<file path="src/design/bdda_pkg.sv">
// Shared types, constants and calendar helper functions for the business-day date adder.
`default_nettype none

package bdda_pkg;

   // field widths
   localparam int YEAR_W  = 14;
   localparam int MONTH_W = 4;
   localparam int DAY_W   = 5;
   localparam int WDAY_W  = 3;
   localparam int COUNT_W = 15;
   localparam int ERR_W   = 2;
   localparam int MASK_W  = 7;
   localparam int CENT_W  = 8;
   localparam int R100_W  = 7;

   localparam logic [MASK_W-1:0] MASK_RESET = 7'd96;
   localparam logic [MASK_W-1:0] MASK_ALL   = 7'h7F;
   localparam logic [YEAR_W-1:0] YEAR_MAX   = 14'd16383;

   // error codes
   localparam logic [ERR_W-1:0] ERR_OK       = 2'd0;
   localparam logic [ERR_W-1:0] ERR_BAD_DATE = 2'd1;
   localparam logic [ERR_W-1:0] ERR_NO_WORK  = 2'd2;
   localparam logic [ERR_W-1:0] ERR_OVERFLOW = 2'd3;

   // year / 100 as (year * 5243) >> 19, exact for every 14-bit year
   localparam int                DIV100_MUL_W = 13;
   localparam logic [12:0]       DIV100_MUL   = 13'd5243;
   localparam int                DIV100_SHIFT = 19;
   localparam int                PROD_W       = YEAR_W + DIV100_MUL_W;

   typedef struct packed {
      logic [YEAR_W-1:0]  year;
      logic [MONTH_W-1:0] month;
      logic [DAY_W-1:0]   day;
      logic [WDAY_W-1:0]  weekday;
      logic [R100_W-1:0]  yr_mod100;   // year mod 100
      logic [1:0]         cent_mod4;   // (year / 100) mod 4
   } date_type;

   // Gregorian leap rule from year mod 100 and century mod 4
   function automatic logic is_leap(input logic [R100_W-1:0] r100, input logic [1:0] c4);
      return ((r100 != '0) && (r100[1:0] == 2'd0)) || ((r100 == '0) && (c4 == 2'd0));
   endfunction

   // length of a month, zero for a month code outside January..December
   function automatic logic [DAY_W-1:0] days_in(input logic [MONTH_W-1:0] month,
                                                input logic leap);
      logic [DAY_W-1:0] len;
      case (month)
         4'd1, 4'd3, 4'd5, 4'd7, 4'd8, 4'd10, 4'd12: len = 5'd31;
         4'd4, 4'd6, 4'd9, 4'd11:                    len = 5'd30;
         4'd2:                                       len = leap ? 5'd29 : 5'd28;
         default:                                    len = 5'd0;
      endcase
      return len;
   endfunction

   // (31 * mm) / 12 for the March-based month number mm
   function automatic logic [DAY_W-1:0] month_offset(input logic [MONTH_W-1:0] mm);
      logic [DAY_W-1:0] off;
      case (mm)
         4'd1:    off = 5'd2;
         4'd2:    off = 5'd5;
         4'd3:    off = 5'd7;
         4'd4:    off = 5'd10;
         4'd5:    off = 5'd12;
         4'd6:    off = 5'd15;
         4'd7:    off = 5'd18;
         4'd8:    off = 5'd20;
         4'd9:    off = 5'd23;
         4'd10:   off = 5'd25;
         4'd11:   off = 5'd28;
         4'd12:   off = 5'd31;
         default: off = 5'd0;
      endcase
      return off;
   endfunction

   // value mod 7 by folding octal digits (8 is 1 mod 7)
   function automatic logic [WDAY_W-1:0] mod7(input logic [15:0] val);
      logic [5:0] fold1;
      logic [3:0] fold2;
      fold1 = 6'(val[2:0]) + 6'(val[5:3]) + 6'(val[8:6]) + 6'(val[11:9])
            + 6'(val[14:12]) + 6'(val[15]);
      fold2 = 4'(fold1[2:0]) + 4'(fold1[5:3]);
      if (fold2 >= 4'd7) begin
         fold2 = fold2 - 4'd7;
      end
      return fold2[2:0];
   endfunction

endpackage

`default_nettype wire

</file>
<file path="src/design/bdda_day_step.sv">
// Advances a calendar date by one day with month/year rollover and weekday update.
`default_nettype none

module bdda_day_step
   import bdda_pkg::*;
(
   input  date_type cur_date,
   output date_type next_date,
   output logic     year_overflow
);

   logic             leap;
   logic [DAY_W-1:0] month_len;

   assign leap      = is_leap(cur_date.yr_mod100, cur_date.cent_mod4);
   assign month_len = days_in(cur_date.month, leap);

   // step day, roll month and year at their ends
   always_comb begin
      next_date     = cur_date;
      year_overflow = 1'b0;
      if (cur_date.day >= month_len) begin
         next_date.day = 5'd1;
         if (cur_date.month >= 4'd12) begin
            next_date.month = 4'd1;
            if (cur_date.year == YEAR_MAX) begin
               year_overflow = 1'b1;
            end else begin
               next_date.year = cur_date.year + 14'd1;
            end
            if (cur_date.yr_mod100 == 7'd99) begin
               next_date.yr_mod100 = 7'd0;
               next_date.cent_mod4 = cur_date.cent_mod4 + 2'd1;
            end else begin
               next_date.yr_mod100 = cur_date.yr_mod100 + 7'd1;
            end
         end else begin
            next_date.month = cur_date.month + 4'd1;
         end
      end else begin
         next_date.day = cur_date.day + 5'd1;
      end
      next_date.weekday = (cur_date.weekday == 3'd6) ? 3'd0 : cur_date.weekday + 3'd1;
   end

endmodule

`default_nettype wire

</file>
<file path="src/design/business_day_date_adder_unit.sv">
// Business-day date adder: top level with request sequencer and result register.
// Usage:
//   req channel carries a start date and a count of working days. One
//   transfer starts a walk; req_tready is low until its result is loaded.
//   rsp channel carries the return date, its weekday and an error code in
//   rsp_tuser. Exactly one rsp transfer follows each req transfer.
//   csr channel writes the 7-bit weekend mask (bit n marks weekday n,
//   0 Sunday, as weekend); csr_ready is always high. Write it only while idle.
// Timing:
//   Setup runs two passes of the shared divide-by-100 multiplier, the weekday
//   sum and the mod-7 fold; the shared day-step unit then walks one calendar
//   day per cycle, the walk end is seen in WALK and DONE loads the result
//   register. rsp_tvalid rises together with req_tready, so a request holds
//   the unit until its result is loaded. Ten working days walk about 14 days.
//   A bad date or an all-weekend mask skips fold and walk.
// Reset: synchronous, clears the sequencer and rsp_tvalid and sets the mask
//   to Friday and Saturday.
// Stall: a finished result waits in the rsp register; a new request is
//   accepted meanwhile, but its own result waits until the register frees.
`default_nettype none

module business_day_date_adder_unit
   import bdda_pkg::*;
(
   input  wire logic        clock,
   input  wire logic        reset,
   // [13:0] start_year, [17:14] start_month, [22:18] start_day,
   // [37:23] working_days, [39:38] zero
   input  wire logic        req_tvalid,
   output logic             req_tready,
   input  wire logic [39:0] req_tdata,
   // [13:0] return_year, [17:14] return_month, [22:18] return_day,
   // [25:23] return_weekday, [31:26] zero
   output logic             rsp_tvalid,
   input  wire logic        rsp_tready,
   output logic [31:0]      rsp_tdata,
   // [1:0] error_code
   output logic [1:0]       rsp_tuser,
   input  wire logic        csr_valid,
   output logic             csr_ready,
   input  wire logic [6:0]  csr_data
);

   // sequencer states
   localparam logic [2:0] ST_IDLE   = 3'd0;
   localparam logic [2:0] ST_DIV_Y  = 3'd1;
   localparam logic [2:0] ST_DIV_YY = 3'd2;
   localparam logic [2:0] ST_SUM    = 3'd3;
   localparam logic [2:0] ST_MOD    = 3'd4;
   localparam logic [2:0] ST_WALK   = 3'd5;
   localparam logic [2:0] ST_DONE   = 3'd6;

   logic [2:0]          state_ff, state_in;
   logic [MASK_W-1:0]   mask_ff;

   // latched request
   logic [YEAR_W-1:0]   in_year_ff;
   logic [MONTH_W-1:0]  in_month_ff;
   logic [DAY_W-1:0]    in_day_ff;
   logic [COUNT_W-1:0]  in_count_ff;
   logic [YEAR_W-1:0]   yy_ff;
   logic [MONTH_W-1:0]  mm_ff;

   // setup results
   logic [CENT_W-1:0]   cent_y_ff;
   logic [CENT_W-1:0]   cent_yy_ff;
   logic [15:0]         sum_ff;

   // walk state
   date_type            walk_ff;
   logic [COUNT_W-1:0]  remain_ff;
   logic [ERR_W-1:0]    err_ff;

   // result register
   logic                rsp_valid_ff;
   logic [YEAR_W-1:0]   rsp_year_ff;
   logic [MONTH_W-1:0]  rsp_month_ff;
   logic [DAY_W-1:0]    rsp_day_ff;
   logic [WDAY_W-1:0]   rsp_wday_ff;
   logic [ERR_W-1:0]    rsp_err_ff;

   logic                req_xfer;
   logic                rsp_load;
   logic                req_a;
   logic [YEAR_W-1:0]   mul_op;
   logic [PROD_W-1:0]   mul_prod;
   logic [CENT_W-1:0]   mul_quo;
   logic [YEAR_W-1:0]   r100_full;
   logic                start_leap;
   logic                date_bad;
   logic                weekend_now;
   date_type            step_date;
   logic                step_ovf;

   assign req_tready = (state_ff == ST_IDLE);
   assign req_xfer   = req_tvalid && req_tready;
   assign csr_ready  = 1'b1;
   assign rsp_load   = (state_ff == ST_DONE) && (!rsp_valid_ff || rsp_tready);

   // January and February count as months 11 and 12 of the previous year
   assign req_a = (req_tdata[17:14] == 4'd1) || (req_tdata[17:14] == 4'd2);

   // shared divide-by-100 multiplier
   assign mul_op   = (state_ff == ST_DIV_Y) ? in_year_ff : yy_ff;
   assign mul_prod = PROD_W'(mul_op) * PROD_W'(DIV100_MUL);
   assign mul_quo  = mul_prod[DIV100_SHIFT +: CENT_W];

   // start date check
   assign r100_full  = in_year_ff - (YEAR_W'(cent_y_ff) * 14'd100);
   assign start_leap = is_leap(r100_full[R100_W-1:0], cent_y_ff[1:0]);
   assign date_bad   = (in_year_ff == '0) || (in_month_ff == '0) || (in_month_ff > 4'd12)
                    || (in_day_ff == '0) || (in_day_ff > days_in(in_month_ff, start_leap));

   assign weekend_now = mask_ff[walk_ff.weekday];

   bdda_day_step u_step (
      .cur_date      (walk_ff),
      .next_date     (step_date),
      .year_overflow (step_ovf)
   );

   // control: state, mask, result valid
   always_ff @(posedge clock) begin
      if (reset) begin
         state_ff     <= ST_IDLE;
         mask_ff      <= MASK_RESET;
         rsp_valid_ff <= 1'b0;
      end else begin
         state_ff <= state_in;
         if (csr_valid && csr_ready) begin
            mask_ff <= csr_data;
         end
         if (rsp_load) begin
            rsp_valid_ff <= 1'b1;
         end else if (rsp_tready) begin
            rsp_valid_ff <= 1'b0;
         end
      end
   end

   // sequencer next state
   always_comb begin
      state_in = state_ff;
      case (state_ff)
         ST_IDLE:   if (req_xfer) state_in = ST_DIV_Y;
         ST_DIV_Y:  state_in = ST_DIV_YY;
         ST_DIV_YY: state_in = ST_SUM;
         ST_SUM:    state_in = (date_bad || (mask_ff == MASK_ALL)) ? ST_DONE : ST_MOD;
         ST_MOD:    state_in = ST_WALK;
         ST_WALK: begin
            if (remain_ff != '0 || weekend_now) begin
               if (step_ovf) state_in = ST_DONE;
            end else begin
               state_in = ST_DONE;
            end
         end
         ST_DONE:   if (rsp_load) state_in = ST_IDLE;
         default:   state_in = ST_IDLE;
      endcase
   end

   // datapath: latch request, run setup, walk days
   always_ff @(posedge clock) begin
      case (state_ff)
         ST_IDLE: begin
            if (req_xfer) begin
               in_year_ff  <= req_tdata[13:0];
               in_month_ff <= req_tdata[17:14];
               in_day_ff   <= req_tdata[22:18];
               in_count_ff <= req_tdata[37:23];
               yy_ff       <= req_tdata[13:0] - YEAR_W'(req_a);
               mm_ff       <= req_a ? req_tdata[17:14] + 4'd10 : req_tdata[17:14] - 4'd2;
               err_ff      <= ERR_OK;
            end
         end
         ST_DIV_Y:  cent_y_ff  <= mul_quo;
         ST_DIV_YY: cent_yy_ff <= mul_quo;
         ST_SUM: begin
            if (date_bad) begin
               err_ff <= ERR_BAD_DATE;
            end else if (mask_ff == MASK_ALL) begin
               err_ff <= ERR_NO_WORK;
            end
            walk_ff.year      <= in_year_ff;
            walk_ff.month     <= in_month_ff;
            walk_ff.day       <= in_day_ff;
            walk_ff.yr_mod100 <= r100_full[R100_W-1:0];
            walk_ff.cent_mod4 <= cent_y_ff[1:0];
            remain_ff         <= in_count_ff;
            sum_ff <= 16'(in_day_ff) + 16'(yy_ff) + 16'(yy_ff[YEAR_W-1:2])
                    - 16'(cent_yy_ff) + 16'(cent_yy_ff[CENT_W-1:2])
                    + 16'(month_offset(mm_ff));
         end
         ST_MOD: walk_ff.weekday <= mod7(sum_ff);
         ST_WALK: begin
            if (remain_ff != '0 || weekend_now) begin
               if (remain_ff != '0 && !weekend_now) begin
                  remain_ff <= remain_ff - 15'd1;
               end
               if (step_ovf) begin
                  err_ff <= ERR_OVERFLOW;
               end else begin
                  walk_ff <= step_date;
               end
            end
         end
         default: ;
      endcase
   end

   // result register: zero date fields on error
   always_ff @(posedge clock) begin
      if (rsp_load) begin
         rsp_err_ff <= err_ff;
         if (err_ff == ERR_OK) begin
            rsp_year_ff  <= walk_ff.year;
            rsp_month_ff <= walk_ff.month;
            rsp_day_ff   <= walk_ff.day;
            rsp_wday_ff  <= walk_ff.weekday;
         end else begin
            rsp_year_ff  <= '0;
            rsp_month_ff <= '0;
            rsp_day_ff   <= '0;
            rsp_wday_ff  <= '0;
         end
      end
   end

   assign rsp_tvalid = rsp_valid_ff;
   assign rsp_tdata  = {6'd0, rsp_wday_ff, rsp_day_ff, rsp_month_ff, rsp_year_ff};
   assign rsp_tuser  = rsp_err_ff;

endmodule

`default_nettype wire

</file>
<file path="config.mk">
export PLATFORM = sky130hd
export DESIGN_NAME = business_day_date_adder_unit
export DESIGN_NICKNAME = d
export VERILOG_FILES = /design/src/design/bdda_pkg.sv /design/src/design/bdda_day_step.sv /design/src/design/business_day_date_adder_unit.sv
export SDC_FILE = /design/constraint.sdc
export NUM_CORES = 1
export LEC_CHECK = 0
export BUFFER_PORTS_ARGS = -buffer_cell sky130_fd_sc_hd__buf_2
export CAP_MARGIN = 15
export CORE_MARGIN = 2
export CORE_UTILIZATION = 67
export CTS_CLUSTER_SIZE = 10
export DETAILED_ROUTE_END_ITERATION = 12
export GPL_TIMING_DRIVEN = 0
export PLACE_DENSITY = 0.87
export SLEW_MARGIN = 20
export SYNTH_ARGS = -nofsm -noshare
export SYNTH_HDL_FRONTEND = slang
export SYNTH_SLANG_ARGS = --single-unit
</file>
<file path="constraint.sdc">
create_clock -name clock -period 13 [get_ports clock]
set_clock_uncertainty 0.2 [all_clocks]
set_input_delay 2.6 -clock clock [delete_from_list [all_inputs] [get_ports clock]]
set_output_delay 2.6 -clock clock [all_outputs]
set_load 0.1 [all_outputs]
</file>
==> impl_metrics.toml <==
[synth]
syn_inst = 1290
ys_ff_latch = 180
ys_async_sr_fraction_pct = 0
synth-edff-count = 164
synth_area_um2 = 13890
ys_warn_count = 0
yosys.area.top_type = "edfxtp_1"
synth_flop_cell = "edfxtp_1"
synthTopCellsByArea = "edfxtp_1 35%, ha_1 16%, fa_1 13%"
yosysUniqueCellTypes = 70
yosysTopAreaCellShare_pct = 35.45
syn_area_per_cell_um2 = 10.77
yosysSeqAreaShare_pct = 37.76

[placed_design]
portBuffers = 78
gp_congestion = 0.9173
hpwl_um = 23440

[setup_path]
worst-setup-path-type = "register to register"
worst_path_most_repeated_cell = "ha_1"
reg2reg_slack_ns = 6.01
path_cells = "buf_4, nor3b_2, buf_2, nor2_1, a21oi_1, clkinv_1, ha_1, ha_1, inv_1, o21ai_0, fa_1, ha_1, inv_1, fa_1, inv_1, ha_1, a211oi_1, o21bai_1, a2111oi_2, o21ai_2, o41ai_2, xnor2_1"
crit_path_start_kind = "register"
path_max_fanout = 10
end_kind = "register"
slowest_stage = "fa_1"
arrival_ns = 6.97
critical_path.max_stage_delay_ns = 0.53
crit_required_ns = 12.98

[timing]
worst_pin_slew_ns = 1.003
relSlewSlack_pct = 32.55
fin_crit_sh_pct = 53.75
grt_setup_unrepaired = "false"
finalSetupViolations = 0
maxSlewViolCount = 0
timing.setup.tns_ns = 0
hold_viol_final = 0
max_freq_mhz = 143.1
min_period_ns = 6.988

[cts]
cts.sinks = 180
cts_buffers = 17
cts_hold_buffers = 0
cts-resized-gates = 0
clock_latency_ns = 0.44
post-cts-setup-buffers = 0
clockBufferDepth = 2
path_clk_slew_ns = 0.08
cts_tree = "built"
cts-root-buf = "clkbuf_16"
h-tree-depth = 4

[floorplanning]
io_pins = 89
start_util_pct = 68.44
dieArea_um2 = 21900
core_um2 = 20300
num_rows = 52
die_h_um = 148.0
dieWidth_um = 148.0

[global_routing]
grt_pass1_vias = 10176
grt_pass1_wl_um = 49650
grt-ovfl-total = 0
antenna_found_initial = 0
grt_max_degree = 59
grt_usage_pct = 28.84

[status]
status = "finished clean"

[final_layout]
multiInputGateArea_um2 = 7756
antenna_cells = 0
final_nets = 1706
final-seq-area_um2 = 5245
final_common_cell = "inv_1"
mostFrequentLayoutCells = "201 x inv_1, 173 x ha_1, 164 x edfxtp_1, 87 x fa_1, 83 x buf_2"
drive_above_1_share_pct = 11.09
area_delta_synth_final_pct = 9.916
fill_cells = 1288

[detailed_routing]
final_antenna_net_count = 0
vias = 9951
drc = 0
vias_per_cell = 5.934
drt-total-wl_um = 30180
drt-pass1-iter-count = 8
drt-initial-drc-count = 936
wire_per_inst_um = 18.00

[worst_hold_path]
hold_path.class = "register to register"

[run]
maxCapViolCount = 0
## registers in the layout (all words and copies together) (netlist names), 2 cells and up, named ones only
register and flops:
walk_ff 35, in_count_ff 15, rsp_wday_ff 3, in_day_ff 5, mask_ff 7, err_ff 2, yy_ff 14, state_ff 3
rsp_month_ff 4, in_month_ff 4, in_year_ff 14, mm_ff 3, rsp_tuser 2, cent_yy_ff 8, sum_ff 16, rsp_year_ff 14
cent_y_ff 5, rsp_day_ff 5, remain_ff 15
## metal layers
| metal | up-vias | GRT usage [%] | share of wire (%) |
|---|---|---|---|
| li1 | 4630 | - | - |
| met1 | 4781 | 36.09 | 39 |
| met2 | 442 | 50.58 | 51 |
| met3 | 98 | 5.278 | 7.2 |
| met4 | 0 | 10.00 | 3.1 |
| met5 | - | 0 | 0 |
## per-stage QoR
step | hold WS (ns) | instance area (um2) | cells | setup WS, ns | util, %
final | 0.3312 | 15270 | 1677 | 6.012 | 75.22
after global routing | 0.3411 | 15270 | 1677 | 5.584 | 75.22
after CTS | 0.3329 | 15270 | 1677 | 6.009 | 75.22
after detailed placement | 0.3130 | 14680 | 1645 | 6.045 | 72.34
after global placement | 0.3017 | 14640 | 1643 | 6.237 | 72.12
after floorplan | 0.2781 | 13910 | 1295 | 7.197 | -
## cell families (layout without fill, tap and decap cells)
group                      count (synthesis)  in the layout  share of synthesized area, %
and+or+nand+nor                          299            299                         10.93
adders and majority gates                260            260                         28.12
buffers and inverters                    236            348                         6.692
AOI/OAI and AO/OA                        209            209                         9.673
DFF                                      180            180                         37.76
xor gates and xnor gates                  90             90                         5.674
muxes                                     14             14                         1.108
other                                      2              7                       0.05406
## critical path: cells and delay by family (launching register included)
kind | cells | cell delay (ns)
and+or+nand+nor | 2 | 0.52
AOI/OAI and AO/OA | 7 | 2.16
adders and majority gates | 6 | 2.27
buffers and inverters | 6 | 1.10
DFF | 1 | 0.36
xor gates and xnor gates | 1 | 0.13
## layout make-up
cell class	count	area share [%]
clock inverters	15	1.049
repair buffers	80	2.704
well taps	270	2.212
plain buffers	32	1.073
flip-flops and latches	180	34.35
multi-input cells	879	50.79
inverters	204	5.031
clock buffers	17	2.786
## cells in the mapped netlist, types with 8 or more instances
| cell type | number |
|---|---|
| xor2_1 | 33 |
| fa_1 | 87 |
| nor2_1 | 72 |
| nand2_1 | 79 |
| buf_4 | 8 |
| nand3_1 | 30 |
| a21oi_1 | 50 |
| dfxtp_1 | 16 |
| o211ai_1 | 8 |
| edfxtp_1 | 164 |
| o21bai_1 | 9 |
| ha_1 | 173 |
| a21o_1 | 18 |
| nor4_1 | 8 |
| o31ai_1 | 8 |
| nor2b_1 | 13 |
| and2_1 | 28 |
| inv_1 | 201 |
| clkbuf_1 | 18 |
| mux2i_1 | 12 |
| nor3_1 | 17 |
| o21ai_0 | 55 |
| xnor2_1 | 57 |
| o22ai_1 | 8 |
## final timing paths
check	to	cells past startpoint	startpoint
worst max-delay path	cent_yy_ff[6]$_DFFE_PP_	22	state_ff[0]$_SDFFE_PP0P_
worst min register to register	remain_ff[5]$_DFFE_PP_	2	in_count_ff[5]$_DFFE_PP_
worst max register to register	cent_yy_ff[6]$_DFFE_PP_	22	state_ff[0]$_SDFFE_PP0P_
worst min-delay path	remain_ff[5]$_DFFE_PP_	2	in_count_ff[5]$_DFFE_PP_
Power is not shown: default switching activity piles up to over one toggle a cycle in this logic, so the estimate is an artifact.
